**config.mk**
```make
export PLATFORM = sky130hd
export DESIGN_NAME = ssi_encode
export DESIGN_NICKNAME = d
export VERILOG_FILES = /design/src/sv/ssi_encode.sv
export SDC_FILE = /design/constraint.sdc
export NUM_CORES = 1
export LEC_CHECK = 0
export ABC_AREA = 1
export BUFFER_PORTS_ARGS = -buffer_cell sky130_fd_sc_hd__clkbuf_2
export CORE_ASPECT_RATIO = 1.4
export CORE_MARGIN = 10
export CORE_UTILIZATION = 38
export DETAILED_ROUTE_END_ITERATION = 10
export PLACE_DENSITY_LB_ADDON = 0.3
export SLEW_MARGIN = 30
export SYNTH_ARGS = -nofsm -noshare
export SYNTH_HDL_FRONTEND = slang
export SYNTH_SLANG_ARGS = --single-unit
```
**constraint.sdc**
```tcl
create_clock -name vclk -period 1.4
set_input_delay 0.28 -clock vclk [all_inputs]
set_output_delay 0.28 -clock vclk [all_outputs]
set_load 0.02 [all_outputs]
```
**src/sv/ssi_encode.sv**
```systemverilog
// ssi_encode: one-hot to binary encoder for the insert boundary
// no dependencies
module ssi_encode #(
    parameter int N = 257,
    parameter int W = 9
) (
    input  logic [N-1:0] i_onehot,
    output logic [W-1:0] o_index
);

    always_comb begin
        o_index = '0;
        for (int i = 0; i < N; i++) begin
            if (i_onehot[i]) begin
                o_index = o_index | W'(i);
            end
        end
    end

endmodule

```
Word level (Yosys, flattened, before mapping). Cells that the tools add are included.

Muxes and demuxes: 256.

Operators with widths (number): two-way mux 8 bit (128); two-way mux 7 bit (64); two-way mux 6 bit (32); two-way mux 5 bit (16); two-way mux 4 bit (8); two-way mux 3 bit (4); two-way mux 9 bit (1); two-way mux 2 bit (2); two-way mux 1 bit (1).

Bits in registers: 0.

Longest topological paths before layout. Gate-level depths: netlist of the first run.

Word-level depth: 256. Gate-level depth with buffers: 8. Mapped depth without buffers: 8.

Least setup slack after synthesis of the first run. OpenSTA, ideal clock, no wires.

Path kind: input -> output. Start point: input i_onehot[57]. End point: output o_index[0]. Arrival time: 1.032 ns. Setup slack: 0.088 ns. Buffers on the path: 0. Stages on the path: 7. Required time: 1.120 ns. Cell sequence: or2_1 -> nor2_2 -> nand2_1 -> nor2_2 -> nand2_1 -> nor2_1 -> nand2_1.

Cells in the longest elaborated chain, start to end: 200.

Ends and longest elaborated chain: from (decl) (line 7) `input logic [N-1:0] i_onehot,`; two-way mux 6 bit (7 in a row) (line 14) `if (i_onehot[i]) begin`; two-way mux 7 bit (64 in a row) (line 14); two-way mux 8 bit (128 in a row) (line 14); two-way mux 9 bit (line 14); to (decl) (line 8) `output logic [W-1:0] o_index`.

No other way between the ends.

Worst setup path in the final report of the first run. Ends and elaborated chain as after synthesis.

==> metrics.cfg, run 1 <==
[logic_synthesis]
synth.avg_cell_area_um2 = 4.03
syn_area_um2 = 2680
synthDistinctLibCells = 15
syn_nets = 922
synth_commonest_cells = nor2_1, nand2_1, inv_1
syn_inst = 665
yosysMostFrequentCell = nor2_1
synth_top_area_cell = nor2_1
yosys_warnings = 0
synthTopCellsByArea = nor2_1, nand2_1, inv_1
synth_seq_area_share = 0
yosys.area.top_type_share = 0.346

[floorplanning]
die_area_um2 = 10900
die_w_um = 91.0
initial_core_util = 0.387
ios = 266
num_rows = 36
core_um2 = 6940
die_h_um = 119

[timing]
setup_viol = 8
whs_ns = 0.561
fin_setup_tns_ns = -1.35
fmax_mhz = 629
fin_crit_ns = 1.59
hold_viol_final = 0
rsz0062_at_grt = yes
finalMaxSlewViolations = 0
relSlewSlack = 0.853
tightest_slew_ns = 0.219
min_period_over_period = 1.13
worst_slack_ns = -0.189

[route]
drtIter0Drc = 141
via_per_inst = 4.43
wl_um = 15000
drtPass1Iterations = 4
wl_per_cell_um = 14.3
drc = 0
ant_nets = 0
num_vias = 4644

[finish]
fill_cells = 824
drive_above_1_share = 0.381
final_core_utilization = 0.646
seq_area_um2 = 0
design.seq.count = 0
finalNetCount = 1213
final_area_um2 = 4480
area_delta_synth_final_pct = 67.1
diodes = 0
nClkBuffers = 0

[power]
p_total_mw = 0.891
powerDensity_nw_per_um2 = 199
ir_drop_mv = 0.146
p_leak_nw = 2.72

[global_routing]
grt_max_degree = 4
grt_pass1_wl_um = 22600
grt.total_usage = 0.256
grt_overflow = 0
antenna_found_initial = 0
first_global_vias = 4880

[worst_hold_path]
hp-class = input pin to output port

[setup_path]
path_cells = clkbuf_2, or2_1, nor2_2, nand2_1, nor2_2, nand2_1, nor2_1, nand2_1, buf_6
path_max_fanout = 2
cp.required_ns = 1.12
cpMostUsedCell = nand2_1
max_stage_delay_ns = 0.22
path_class = input pin to output port
critPathArrivalTime_ns = 1.31
crit_slowest_cell = or2_1
endpoint_kind = output port
critPathLaunchType = input pin

[clock_tree]
cts_hold_buf = 0

[job]
timing.max_cap.violations = 0

[place]
dp_hpwl_um = 14300
place_congestion = 0.991
numPortBuffers = 263
placed_area_um2 = 4310

[run_status]
violations = setup timing
status = finished, violations left

[logic make-up after synthesis]
logic type / share of synthesized area
AND/OR/NAND/NOR: 0.764
buffers and inverters: 0.236
[final timing paths]
kind | end | slack [ns] | start | cells after the start
worst min-delay path | o_index[8] | 0.56 | i_onehot[256] | 0
worst max-delay path | o_index[0] | -0.19 | i_onehot[57] | 9
[cell usage in the layout, fill, tap and decap left out, drive strengths merged]
master and count:
nand2 188, clkinv 8, nor2 258, and2 16, clkbuf 256, buf 34
inv 159, nand4 27, or2 8
[final cells by class]
type                            instances  area, um^2  area share
Tap cell                               95         119      0.0265
Timing Repair Buffer                  290        1570       0.351
Inverter                              167         627       0.140
Multi-Input combinational cell        497        2160       0.483
[report_power, final]
group	switching, mW	leakage, nW	internal (mW)
Combinational	0.443	2.72	0.447
Clock	0	0	0
Sequential	0	0	0
[routing by layer]
| metal | share of wire | vias to the layer above | global-route usage |
|---|---|---|---|
| li1 | - | 2474 | - |
| met1 | 0.36 | 1934 | 0.244 |
| met2 | 0.52 | 203 | 0.506 |
| met3 | 0.084 | 33 | 0.0710 |
| met4 | 0.037 | 0 | 0.0835 |
| met5 | 0 | - | 0 |
[metrics by stage]
step / worst slack (ns) / std cells
detailed placement: -0.278 / 1048
finish: -0.189 / 1049
CTS: -0.180 / 1049
global route: -0.291 / 1049
floorplan: 0.0876 / 665
global placement: -0.281 / 1048
[what timing repair did]
action	CTS	global route
gates cloned	0	0
setup buffers	1	0
endpoints found under the hold margin	0	0
gates resized for setup	23	42
endpoints found under the setup margin	8	8
pin swaps	8	25
[critical path: cells and delay by family]
kind                   cells  cell delay (ns)
and+or+nand+nor            7             0.80
buffers and inverters      2             0.21
Power figures use the tool's default switching activity.
==> run 2, diff against run 1 <==
- ABC_CLOCK_PERIOD_IN_PS: not set -> 1400
- SETUP_SLACK_MARGIN: not set -> 0.15
==> run 2 against run 1 <==
  * Setup slack worse by 0.017 ns
  * Non-clock buffer count up 9
  * Hold slack worse by 0.00065 ns
  * The flow still finishes with violations (setup timing)
  * Via count up 1.1%
  * Highest routed layer unchanged
  * Combinational power up 5.6%
==> metrics.cfg, run 2 (synthesized netlist as in run 1, its figures left out) <==
[run_status]
status = finished, violations left  ; unchanged
violations = setup timing  ; unchanged

[timing]
fin_crit_ns = 1.61  ; was 1.59 ns
setup_viol = 8  ; unchanged
rsz0062_at_grt = yes  ; unchanged
min_period_over_period = 1.15  ; was 1.13
tightest_slew_ns = 0.240  ; was 0.219 ns
worst_slack_ns = -0.206  ; was -0.189 ns
relSlewSlack = 0.839  ; was 0.853
fmax_mhz = 623  ; was 629 MHz
hold_viol_final = 0  ; unchanged
finalMaxSlewViolations = 0  ; unchanged

[route]
wl_um = 15500  ; was 15,000 um
num_vias = 4696  ; was 4,644
wl_per_cell_um = 14.7  ; was 14.3 um
drtIter0Drc = 191  ; was 141
ant_nets = 0  ; unchanged
drtPass1Iterations = 4  ; unchanged
via_per_inst = 4.44  ; was 4.43
drc = 0  ; unchanged

[setup_path]
path_buf_inv = 2  ; unchanged
crit_family = simple AND/OR/NAND/NOR gates  ; unchanged
path_cells = buf_6, or2_1, nor2_2, nand2_1, nor2_2, nand2_1, nor2_1, nand2_2, buf_8  ; was clkbuf_2, or2_1, nor2_2, nand2_1, nor2_2, nand2_1, nor2_1, nand2_1, buf_6
critPathLaunchType = input pin  ; unchanged
path_max_fanout = 2  ; unchanged
max_stage_delay_ns = 0.21  ; was 0.22 ns
cp.required_ns = 1.12  ; about the same
path_class = input pin to output port  ; unchanged
critPathArrivalTime_ns = 1.33  ; was 1.31 ns
path_depth = 9  ; unchanged
endpoint_kind = output port  ; unchanged
crit_slowest_cell = or2_1  ; unchanged

[power]
ir_drop_mv = 0.138  ; was 0.146 mV
p_leak_nw = 2.82  ; was 2.72 nW
powerDensity_nw_per_um2 = 200  ; was 199 nW/um^2
p_total_mw = 0.941  ; was 0.891 mW

[worst_hold_path]
min_to = o_index[8]  ; unchanged
hp-class = input pin to output port  ; unchanged
holdPathStages = 0  ; unchanged
hold_start = i_onehot[256]  ; unchanged

[global_routing]
antenna_found_initial = 0  ; unchanged
first_global_vias = 4956  ; was 4,880
grt_overflow = 0  ; unchanged
grt.total_usage = 0.260  ; was 0.256
grt_max_degree = 4  ; unchanged
grt_pass1_wl_um = 23000  ; was 22,600 um

[finish]
fin_cells = 1058  ; was 1,049
diodes = 0  ; unchanged
final_core_utilization = 0.678  ; was 0.646
area_delta_synth_final_pct = 75.4  ; was 67.1%
final_cell_mix = clkbuf_2, nor2_1, nand2_1  ; unchanged
design.seq.count = 0  ; unchanged
seq_area_um2 = 0  ; unchanged
finalNetCount = 1222  ; was 1,213
nClkBuffers = 0  ; unchanged
final_common_cell = clkbuf_2  ; unchanged
fill_cells = 750  ; was 824
drive_above_1_share = 0.414  ; was 0.381

[floorplanning]
ios = 266  ; unchanged
core_um2 = 6940  ; unchanged
num_rows = 36  ; unchanged
die_area_um2 = 10900  ; unchanged
die_w_um = 91.0  ; unchanged
die_h_um = 119  ; unchanged
initial_core_util = 0.387  ; unchanged

[place]
numPortBuffers = 263  ; unchanged
placed_cells = 1058  ; was 1,048
place_congestion = 0.963  ; was 0.991
pre_cts_ws_ns = -0.250  ; was -0.278 ns
dp_hpwl_um = 14300  ; about the same

[clock_tree]
post_cts_buffers = 0  ; was 1

[job]
timing.max_cap.violations = 0  ; unchanged

[run 2: cell types whose count changed in the layout (fill, tap and decap cells not counted)]
cell / delta
nor2_1: -15
nor2_2: +14
nand2_1: -12
nand2_2: +10
buf_4: +6
buf_6: +6
clkbuf_2: -6
buf_8: +5
nand2_4: +2
buf_2: -1
clkbuf_8: -1
nor2_4: +1
[run 2: final cells by class]
type,instances,area (um^2),area share
multi-input cells,497,2250,0.477
repair buffers,299,1710,0.364
inverters,167,627,0.133
well taps,95,119,0.0253
[run 2: worst max path at each step]
stage                       endpoint  slack [ns]          start
final                     o_index[0]       -0.21   i_onehot[59]
after global routing      o_index[6]       -0.33  i_onehot[234]
after CTS                 o_index[0]       -0.20  i_onehot[145]
after detailed placement  o_index[7]       -0.25  i_onehot[254]
after global placement    o_index[5]       -0.25  i_onehot[254]
after floorplan           o_index[0]         0.1  i_onehot[193]
[run 2: power by group]
group	switching [mW]	internal, mW
clock	0	0
combinational	0.462	0.479
sequential	0	0
total	0.462	0.479
[run 2: per-stage QoR]
step | setup TNS, ns | cell area [um^2] | hold WS, ns
2_1_floorplan | 0 | 2700 | 0.673
3_3_place_gp | -1.74 | 4400 | 0.560
3_5_place_dp | -1.80 | 4400 | 0.560
4_1_cts | -1.37 | 4510 | 0.560
5_1_grt | -2.17 | 4700 | 0.560
6_report | -1.44 | 4700 | 0.560
[run 2: repair_timing]
| action | CTS | global route |
|---|---|---|
| pin swaps | 23 | 36 |
| setup endpoints to repair | 8 | 8 |
| resized for setup | 32 | 71 |
| hold buffers | 0 | 0 |
| gates cloned | 0 | 0 |
[run 2: routing by layer]
metal,share of wire,global-route usage
met5,0,0
met4,0.039,0.0992
met3,0.078,0.0641
met2,0.53,0.508
met1,0.35,0.252
