--- config.mk ---
export PLATFORM = sky130hd
export DESIGN_NAME = ssi_cell
export DESIGN_NICKNAME = d
export VERILOG_FILES = /design/src/sv/ssi_pkg.sv /design/src/sv/ssi_cell.sv
export SDC_FILE = /design/constraint.sdc
export NUM_CORES = 1
export LEC_CHECK = 0
export ABC_AREA = 1
export BUFFER_PORTS_ARGS = -buffer_cell sky130_fd_sc_hd__buf_2
export CORE_UTILIZATION = 42
export CTS_CLUSTER_SIZE = 28
export DETAILED_ROUTE_END_ITERATION = 16
export PLACE_DENSITY = 0.79
export SKIP_CTS_REPAIR_TIMING = 1
export SYNTH_ARGS = -nofsm -noshare
export SYNTH_HDL_FRONTEND = slang
export SYNTH_SLANG_ARGS = --single-unit
--- constraint.sdc ---
create_clock -name i_clk -period 2.1 [get_ports i_clk]
set_input_delay 0.105 -clock i_clk [delete_from_list [all_inputs] [get_ports i_clk]]
set_output_delay 0.105 -clock i_clk [all_outputs]
set_load 0.05 [all_outputs]
--- src/sv/ssi_pkg.sv ---
// ssi_pkg: shared widths, status codes and the cell control struct
// for the sorted set insert block; no dependencies
package ssi_pkg;

    localparam int SSI_VALUE_W   = 31;
    localparam int SSI_FIELD_W   = 9;
    localparam int SSI_DEPTH_DEF = 256;

    localparam logic [1:0] ST_INSERTED = 2'd0;
    localparam logic [1:0] ST_PRESENT  = 2'd1;
    localparam logic [1:0] ST_FULL     = 2'd2;
    localparam logic [1:0] ST_CLEARED  = 2'd3;

    typedef struct packed {
        logic                   cmp_en;
        logic                   shift_en;
        logic [SSI_VALUE_W-1:0] value;
    } t_cell_ctl;

endpackage

--- src/sv/ssi_cell.sv ---
// ssi_cell: one compare-and-shift cell holding one sorted entry
// depends on ssi_pkg
module ssi_cell import ssi_pkg::*; #(
    parameter int IDX = 0,
    parameter int CW  = 9
) (
    input  logic                   i_clk,
    input  t_cell_ctl              i_ctl,
    input  logic [SSI_VALUE_W-1:0] i_prev_entry,
    input  logic                   i_prev_lt,
    input  logic [CW-1:0]          i_count,
    output logic [SSI_VALUE_W-1:0] o_entry,
    output logic                   o_lt,
    output logic                   o_eq
);

    logic [SSI_VALUE_W-1:0] r_entry;
    logic                   r_lt;
    logic                   r_eq;
    logic                   w_occ;

    assign w_occ = CW'(IDX) < i_count;

    always_ff @(posedge i_clk) begin
        if (i_ctl.cmp_en) begin
            r_lt <= w_occ && (r_entry < i_ctl.value);
            r_eq <= w_occ && (r_entry == i_ctl.value);
        end
        if (i_ctl.shift_en && !r_lt) begin
            r_entry <= i_prev_lt ? i_ctl.value : i_prev_entry;
        end
    end

    assign o_entry = r_entry;
    assign o_lt    = r_lt;
    assign o_eq    = r_eq;

endmodule

# Word level (Yosys, flattened, before mapping)

Index checks and enable logic that the tools add are counted.

Bits of input ports: 75
Bits in registers: 33
Logic and storage cells: 11
Output and inout port bits: 33

Reduce and logical (&&, ||, !) cells: 4
Equal/unequal tests: 1
Mux-type cells: 1
Order comparisons: 2

Operators by type and width:

| operator             | count |
|---|---|
| $eq A31 B31 Y1       | 1 |
| $lt A31 B31 Y1       | 1 |
| $mux W31             | 1 |
| $lt A1 B9 Y1 const A | 1 |
| $logic_and A1 B1 Y1  | 3 |
| $logic_not A1 Y1     | 1 |

# Longest topological paths before layout

Gate-level depths: netlist (run 1).

Word-level depth: 2
Gate-level depth with buffers: 11
Gate-level depth less buffers: 11

# Worst setup path before layout (run 1)

OpenSTA, ideal clock, no wires.

Path type: reg-to-reg
From: register r_lt (netlist: o_lt)
To: register r_entry[0] (netlist: o_entry[0]), enable pin
Data arrival time: 2010 ps
Path buffers: 0
Path slack: -330 ps
Setup time: 420 ps
Cell stages (with the launch flop): 2
Period minus slack after synthesis: 2430 ps
Data required time: 1680 ps
Cell sequence: edfxtp_1 > nor2_1

Cells in the longest elaborated chain, start to end: 2

Ends and longest elaborated chain:

| what                   | RTL line       | source |
|---|---|---|
| from (decl)            | ssi_cell.sv:18 | `logic r_lt;` |
| from (signal assigned) | ssi_cell.sv:26 | `r_lt <= w_occ && (r_entry < i_ctl.value);` |
| $logic_not A1 Y1       | ssi_cell.sv:29 | `if (i_ctl.shift_en && !r_lt) begin` |
| $logic_and A1 B1 Y1    | ssi_cell.sv:29 |  |
| to (signal assigned)   | ssi_cell.sv:30 | `r_entry <= i_prev_lt ? i_ctl.value : i_prev_entry;` |
| to (decl)              | ssi_cell.sv:17 | `logic [SSI_VALUE_W-1:0] r_entry;` |

Every way passes these cells.
A chain may end at the register's enable or synchronous reset.

# Final worst setup path (run 1)

From: register r_entry[30] (netlist: o_entry[30])
To: register r_lt (netlist: o_lt) (data pin)

Cells in the longest elaborated chain, start to end: 2

Ends and longest elaborated chain:

| what                | RTL line |
|---|---|
| $lt A31 B31 Y1      | ssi_cell.sv:26 |
| $logic_and A1 B1 Y1 | ssi_cell.sv:26 |

Every way passes these cells.

==> results.yml, run 1 <==
timing:
  setup_viol: 0
  max_freq_ghz: 0.632
  finClkSkew_ns: 0.00884
  rsz0062_at_grt: "false"
  fin_setup_tns_ns: 0
  finalHoldViolations: 0
  slew_viol_final: 0
  tightest_slew_ns: 0.429
  fin_crit_sh_pct: 75.3
  fin_crit_ns: 1.58
  maxSlewHeadroom_pct: 71.4
  fin_ws_ns: 0.518
hold_path:
  hold_path.class: "in2reg"
route:
  wl_per_cell_um: 10.6
  drt-vias-per-instance: 4.53
  drc: 0
  drtAntennaViolNets: 0
  via_count: 1994
  drt_pass1_iterations: 4
  drt-total-wl_mm: 4.68
  drt-initial-drc-count: 57
floorplanning:
  std_cell_rows: 26
  die_w_um: 74.7
  dieArea_um2: 5570
  core_um2: 5110
  initial_core_util_pct: 43.4
  die_h_um: 74.7
  ios: 108
clocking:
  cts_max_path_buffers: 2
  root_buffer: "clkbuf_8"
  clkTransAtPathRegs_ns: 0.07
  worstSkewPairLatency_ns: 0.28
  cts_tree: "done"
  cts_buffers: 5
  cts_sinks: 33
  h-tree-depth: 2
setup_path:
  crit_required_ns: 2.14
  endpoint_kind: "flip-flop"
  critPathMaxStageDelay_ns: 0.40
  path_buf_inv: 2
  cp_top_family: "simple AND/OR/NAND/NOR gates"
  crit_slowest_cell: "edfxtp_1"
  crit_type: "reg2reg"
  path_cells: "ha_1, nand2_1, inv_1, nand3_1, nor2_1, nand3_1, inv_1, a21oi_1"
  arrival_ns: 1.62
  path_max_fanout: 2
  start_kind: "flip-flop"
  ff2ff_setup_slack_ns: 0.52
placement:
  placed_cell_area_um2: 2840
  pre_cts_ws_ns: 0.546
  post-dp-hpwl_mm: 3.76
  place_inst: 433
  numPortBuffers: 107
  gp_congestion: 0.766
outcome:
  status: "completed"
grt:
  grt_pass1_vias: 1781
  grt_max_degree: 42
  grt_overflow: 0
  antenna_found_initial: 0
  grt_pass1_wl_mm: 7.55
  track_usage_pct: 18.0
layout:
  fin_area_um2: 2920
  diodes: 0
  fillers: 502
  layoutNonFillerInstCount: 440
  mostFrequentLayoutCells: "buf_2, inv_1, nand2_1"
  layout.nets: 476
  final_common_cell: "buf_2"
  area_delta_synth_final_pct: 31.5
  drive_gt1_share_pct: 31.9
yosys:
  synth_warnings: 0
  syn_inst: 261
  synth-main-ff-cell: "edfxtp_1"
  synth.avg_cell_area_um2: 8.49
  synth_fp_nets: 367
  yosysSeqAreaShare_pct: 44.7
  ys_types: 17
  synth-seq-cells: 33
  netlist_area_um2: 2220
  synth_edf_count: 33
  async_reset_ff_share_pct: 0
power_and_ir_drop:
  leakagePower_nw: 1.56
  power_density_nw_per_um2: 578
  ir_drop_mv: 0.328
flow_run:
  cap_viol_max_count: 0
[state kept, by name, summed over array words and instances (netlist names)]
name,cells
o_entry,31
o_lt,1
o_eq,1
[worst reg2reg max path, cell delays in order (launching register included)]
cell and delay, ns:
edfxtp_1 0.40, ha_1 0.32, nand2_1 0.06, inv_1 0.06, nand3_1 0.08, nor2_1 0.18, nand3_1 0.12, inv_1 0.07
a21oi_1 0.06
[layout make-up]
type | instances | area, um^2 | share of cell area [%]
clock buffer | 6 | 72.6 | 2.49
inverter | 48 | 180 | 6.18
timing repair buffer | 109 | 563 | 19.3
tap | 70 | 87.6 | 3.00
sequential | 33 | 991 | 34.0
clock inverter | 1 | 3.75 | 0.129
multi-input combinational | 173 | 1020 | 34.9
[worst paths after layout]
kind	from	to	depth (start not counted)
worst max-delay path	o_entry[30]$_DFFE_PP_	o_lt$_DFFE_PP_	8
worst max register to register	o_entry[30]$_DFFE_PP_	o_lt$_DFFE_PP_	8
worst min register to register	o_lt$_DFFE_PP_	o_entry[11]$_DFFE_PP_	2
worst min-delay path	i_ctl[32]	o_lt$_DFFE_PP_	1
[cells by family (layout without fill, tap and decap cells)]
group                      count (synthesis)  count (layout)  synth area share (%)
AOI/OAI and AO/OA                         42              42                  9.59
adders and majority gates                 31              31                  17.5
buffers and inverters                     55             164                  9.71
DFF                                       33              33                  44.7
muxes                                      1               1                 0.508
and+or+nand+nor                           99              99                  18.0
[layer usage]
layer	routed length (um)	global-route usage, %	vias to the layer above	part of all wire (%)
met2	2160	30.4	64	46
met3	280	5.49	7	6.0
li1	-	-	1065	-
met1	2200	22.6	858	47
met4	42	4.61	0	0.90
met5	0	0	-	0
[power breakdown]
group,total (W),leakage [nW],internal [W],switching [W]
Combinational,0.000450,1.21,0.000159,0.000290
Sequential,0.000793,0.307,0.000775,0.0000184
Clock,0.000444,0.0387,0.000223,0.000220
[cells in the mapped netlist, types with 3 or more instances]
cell,number,share of area [%]
buf_2,7,1.6
inv_1,48,8.1
nand2_1,48,8.1
nand3_1,3,0.68
nor2_1,41,6.9
ha_1,31,17
edfxtp_1,33,45
a21oi_1,41,9.3
[stage by stage]
step	total power, W	util [%]	hold slack, ns
floorplan	0.00111	-	0.217
finish	0.00169	57.1	0.0337
global route	0.00179	57.1	0.0247
CTS	0.00171	57.1	0.0284
detailed placement	0.00126	55.6	0.324
global placement	0.00125	55.6	0.324
Note: power is estimated with default switching activity, not from simulation.
==> run 2: changes to the inputs <==
==> constraint.sdc (replaced) <==
create_clock -name i_clk -period 1.3 [get_ports i_clk]
set_input_delay 0.065 -clock i_clk [delete_from_list [all_inputs] [get_ports i_clk]]
set_output_delay 0.065 -clock i_clk [all_outputs]
set_load 0.05 [all_outputs]
==> run 2 against run 1 <==
- the flow now finishes with violations (negative setup slack)
- sequential power increased by 61%
- via count increased by 2.5%
- first-iteration DRC count increased by 37%
- cell count increased by 2.0%
- critical path depth decreased by 1
- utilization increased by 2.5 points
==> results.yml, run 2 (synthesis gave the netlist of run 1 again) <==
outcome:
  status: "finished, violations left"
  violations: "negative setup slack"
floorplanning:
  initial_core_util_pct: 43.4
  die_h_um: 74.7
  std_cell_rows: 26
  die_w_um: 74.7
  dieArea_um2: 5570
  ios: 108
  core_um2: 5110
route:
  drtAntennaViolNets: 0
  via_count: 2043
  drt-vias-per-instance: 4.55
  drt-initial-drc-count: 78
  drt-total-wl_mm: 4.86
  drt_pass1_iterations: 4
  drc: 0
  wl_per_cell_um: 10.8
timing:
  fin_crit_sh_pct: 120
  setup_viol: 2
  rsz0062_at_grt: "true"
  finalHoldViolations: 0
  fin_ws_ns: -0.260
  fin_crit_ns: 1.56
  tightest_slew_ns: 0.263
  finClkSkew_ns: 0.00965
  maxSlewHeadroom_pct: 82.6
  max_freq_ghz: 0.641
  slew_viol_final: 0
setup_path:
  crit_required_ns: 1.33
  path_cells: "ha_4, nand2_4, nor2_4, nor3b_4, nand2_1, nand2_1, a21oi_2"
  start_kind: "flip-flop"
  crit_path_frequent_cell: "nand2_1"
  crit_type: "reg2reg"
  endpoint_kind: "flip-flop"
  path_max_fanout: 2
  path_buf_inv: 0
  critPathMaxStageDelay_ns: 0.43
  cp_top_family: "simple AND/OR/NAND/NOR gates"
  crit_slowest_cell: "edfxtp_1"
  arrival_ns: 1.59
layout:
  fillers: 458
  mostFrequentLayoutCells: "buf_2, inv_1, nand2_1"
  drive_gt1_share_pct: 34.6
  area_delta_synth_final_pct: 37.4
  seq_area_um2: 991
  final_common_cell: "buf_2"
  largest_reg_flops: 31
  layout.nets: 484
  diodes: 0
  multi_input_area_um2: 1070
  layoutNonFillerInstCount: 449
  fin_area_um2: 3050
placement:
  pre_cts_ws_ns: -0.254
  placed_cell_area_um2: 2910
  post-dp-hpwl_mm: 3.83
  numPortBuffers: 107
  place_inst: 440
  gp_congestion: 0.707
clocking:
  h-tree-depth: 2
  worstSkewPairLatency_ns: 0.28
  cts_buffers: 5
  clkTransAtPathRegs_ns: 0.07
  cts_sinks: 33
  cts_tree: "done"
  cts_max_path_buffers: 2
  root_buffer: "clkbuf_8"
grt:
  grt_pass1_wl_mm: 7.58
  grt_max_degree: 62
  track_usage_pct: 18.0
  grt_pass1_vias: 1887
  grt_overflow: 0
  antenna_found_initial: 0
power_and_ir_drop:
  power_density_nw_per_um2: 916
  ir_drop_mv: 0.528
  leakagePower_nw: 1.62
flow_run:
  cap_viol_max_count: 0
hold_path:
  hold_path.class: "in2reg"
[run 2: through the flow]
step                total power (W)  hold slack [ns]  TNS (ns)  util, %
finish                      0.00279           0.0961    -0.463     59.7
CTS                         0.00279         -0.00234    -0.481     58.5
global placement            0.00203            0.284    -0.287     56.9
detailed placement          0.00206            0.286    -0.443     56.9
floorplan                   0.00180            0.177     -9.31        -
global route                0.00296           0.0956    -0.657     59.7
[run 2: final timing paths]
kind | startpoint | slack, ns | depth (start not counted) | end
worst min register to register | o_lt$_DFFE_PP_ | 0.80 | 2 | o_entry[24]$_DFFE_PP_
worst max register to register | o_entry[14]$_DFFE_PP_ | -0.26 | 7 | o_lt$_DFFE_PP_
worst min-delay path | i_prev_entry[0] | 0.1 | 2 | o_entry[0]$_DFFE_PP_
worst max-delay path | o_entry[14]$_DFFE_PP_ | -0.26 | 7 | o_lt$_DFFE_PP_
[run 2: where the power goes]
group	total (W)	internal (W)	leakage, nW	switching (W)
logic	0.000774	0.000289	1.27	0.000485
clock network	0.000734	0.000360	0.0430	0.000373
registers	0.00128	0.00125	0.307	0.0000331
[run 2: worst reg2reg max path, stage by stage (launching register included)]
cell and delay [ns]:
edfxtp_1 0.43, ha_4 0.31, nand2_4 0.05, nor2_4 0.10, nor3b_4 0.21, nand2_1 0.07
nand2_1 0.09, a21oi_2 0.06
[run 2: cell type report]
cell class              instances  share of cell area, %
clock buffers                   5                   2.26
multi-input cells             173                   35.1
repair buffers                117                   20.9
inverters                      48                   5.91
well taps                      70                   2.87
flip-flops and latches         33                   32.5
clock inverters                 3                  0.411
[run 2: routing by layer]
layer / part of all wire, % / global-route usage [%] / vias to the layer above
li1: - / - / 1083
met1: 42 / 21.1 / 889
met2: 51 / 32.0 / 67
met3: 5.8 / 5.09 / 4
met4: 0.64 / 5.45 / 0
met5: 0 / 0 / -
==> run 3: changes to the inputs <==
--- a/config.mk
+++ b/config.mk
@@ -7,10 +7,10 @@
 export LEC_CHECK = 0
 export ABC_AREA = 1
 export BUFFER_PORTS_ARGS = -buffer_cell sky130_fd_sc_hd__buf_2
-export CORE_UTILIZATION = 42
+export CORE_UTILIZATION = 50
 export CTS_CLUSTER_SIZE = 28
 export DETAILED_ROUTE_END_ITERATION = 16
-export PLACE_DENSITY = 0.79
+export PLACE_DENSITY = 0.88
 export SKIP_CTS_REPAIR_TIMING = 1
 export SYNTH_ARGS = -nofsm -noshare
 export SYNTH_HDL_FRONTEND = slang
==> constraint.sdc (replaced) <==
create_clock -name i_clk -period 1.8 [get_ports i_clk]
set_input_delay 0.09 -clock i_clk [delete_from_list [all_inputs] [get_ports i_clk]]
set_output_delay 0.09 -clock i_clk [all_outputs]
set_load 0.05 [all_outputs]
==> run 3 against run 2 <==
- the run now ends clean
- global-route usage up 4.3 points
- maximum frequency down 4.5%
- combinational power down 32%
- power down 29%
- design area down 5.3%
- via count down 1.3%
- critical endpoint unchanged
==> results.yml, run 3 (synthesis gave the netlist of run 1 again) <==
timing:
  fin_crit_sh_pct: 90.8
  finClkSkew_ns: 0.00751
  tightest_slew_ns: 0.427
  finalHoldViolations: 0
  rsz0062_at_grt: "false"
  setup_viol: 0
  fin_crit_ns: 1.63
  fin_ws_ns: 0.166
  maxSlewHeadroom_pct: 71.6
  max_freq_ghz: 0.612
  fin_setup_tns_ns: 0
  slew_viol_final: 0
route:
  drt_pass1_iterations: 4
  drt-total-wl_mm: 4.92
  drt-vias-per-instance: 4.79
  drc: 0
  drtAntennaViolNets: 0
  drt-initial-drc-count: 91
  wl_per_cell_um: 11.7
  via_count: 2017
layout:
  seq_area_um2: 991
  drive_gt1_share_pct: 32.1
  layout.nets: 477
  post-route-util_pct: 70.1
  multi_input_area_um2: 1020
  mostFrequentLayoutCells: "buf_2, inv_1, nand2_1"
  diodes: 0
  area_delta_synth_final_pct: 30.2
  final_common_cell: "buf_2"
  largest_reg_flops: 31
  fillers: 334
floorplanning:
  core_um2: 4120
  die_w_um: 68.6
  dieArea_um2: 4700
  initial_core_util_pct: 53.9
  ios: 108
  std_cell_rows: 23
  die_h_um: 68.6
grt:
  antenna_found_initial: 1
  grt_overflow: 0
  track_usage_pct: 22.3
  grt_max_degree: 32
  grt_pass1_vias: 1927
  grt_pass1_wl_mm: 7.56
clocking:
  cts_sinks: 33
  cts_buffers: 5
  root_buffer: "clkbuf_8"
  clkTransAtPathRegs_ns: 0.07
  cts_max_path_buffers: 2
  worstSkewPairLatency_ns: 0.28
  h-tree-depth: 2
  cts_tree: "done"
power_and_ir_drop:
  power_density_nw_per_um2: 687
  ir_drop_mv: 0.436
  p_total_w: 0.00198
  leakagePower_nw: 1.56
setup_path:
  crit_path_end: "o_lt$_DFFE_PP_"
  crit_required_ns: 1.84
  start_kind: "flip-flop"
  worst_r2r_path_depth: 7
  ff2ff_setup_slack_ns: 0.17
  r2r_start: "o_entry[14]$_DFFE_PP_"
  crit_path_start: "o_entry[14]$_DFFE_PP_"
  r2r_end: "o_lt$_DFFE_PP_"
  path_max_fanout: 2
  arrival_ns: 1.68
  crit_type: "reg2reg"
  endpoint_kind: "flip-flop"
placement:
  post-dp-hpwl_mm: 3.90
  numPortBuffers: 107
  pre_cts_ws_ns: 0.238
  gp_congestion: 0.756
hold_path:
  hold_path.class: "in2reg"
  whs_path_depth: 1
outcome:
  status: "completed"
flow_run:
  cap_viol_max_count: 0
run 3: routing by layer:
layer | wire (um) | global-route usage (%)
met5 | 0 | 0
met4 | 49 | 8.07
met3 | 344 | 7.73
met2 | 2470 | 39.3
met1 | 2050 | 24.5
run 3: worst min path at each step:
stage	from	end	slack (ns)
floorplan	i_ctl[32]	o_eq$_DFFE_PP_	0.20
global placement	i_ctl[32]	o_lt$_DFFE_PP_	0.31
detailed placement	i_ctl[32]	o_lt$_DFFE_PP_	0.32
CTS	i_ctl[32]	o_lt$_DFFE_PP_	0.02
global route	i_ctl[32]	o_lt$_DFFE_PP_	0.02
finish	i_ctl[32]	o_lt$_DFFE_PP_	0.02
run 3: final cells by class:
cell class | count | share of cell area (%)
Multi-Input combinational cell | 173 | 35.3
Inverter | 48 | 6.24
Timing Repair Buffer | 110 | 19.3
Clock buffer | 6 | 2.51
Tap cell | 50 | 2.17
Sequential cell | 33 | 34.3
Clock inverter | 1 | 0.130
run 3: where the power goes:
group,internal (W),switching (W)
sequential,0.000904,0.0000229
combinational,0.000185,0.000342
clock,0.000261,0.000268
total,0.00135,0.000632
run 3: metrics by stage:
stage,area [um^2],std cells,hold WS [ns]
floorplan,2220,261,0.202
global placement,2810,414,0.307
detailed placement,2810,414,0.315
CTS,2890,421,0.0215
global route,2890,421,0.0194
finish,2890,421,0.0234
run 3: critical path: stages (launching register included):
cell and delay, ns:
edfxtp_1 0.41, ha_1 0.32, nand2_1 0.08, nor2_2 0.13, nor3b_2 0.23, nand2_1 0.09, nand2_1 0.07, a21oi_1 0.06
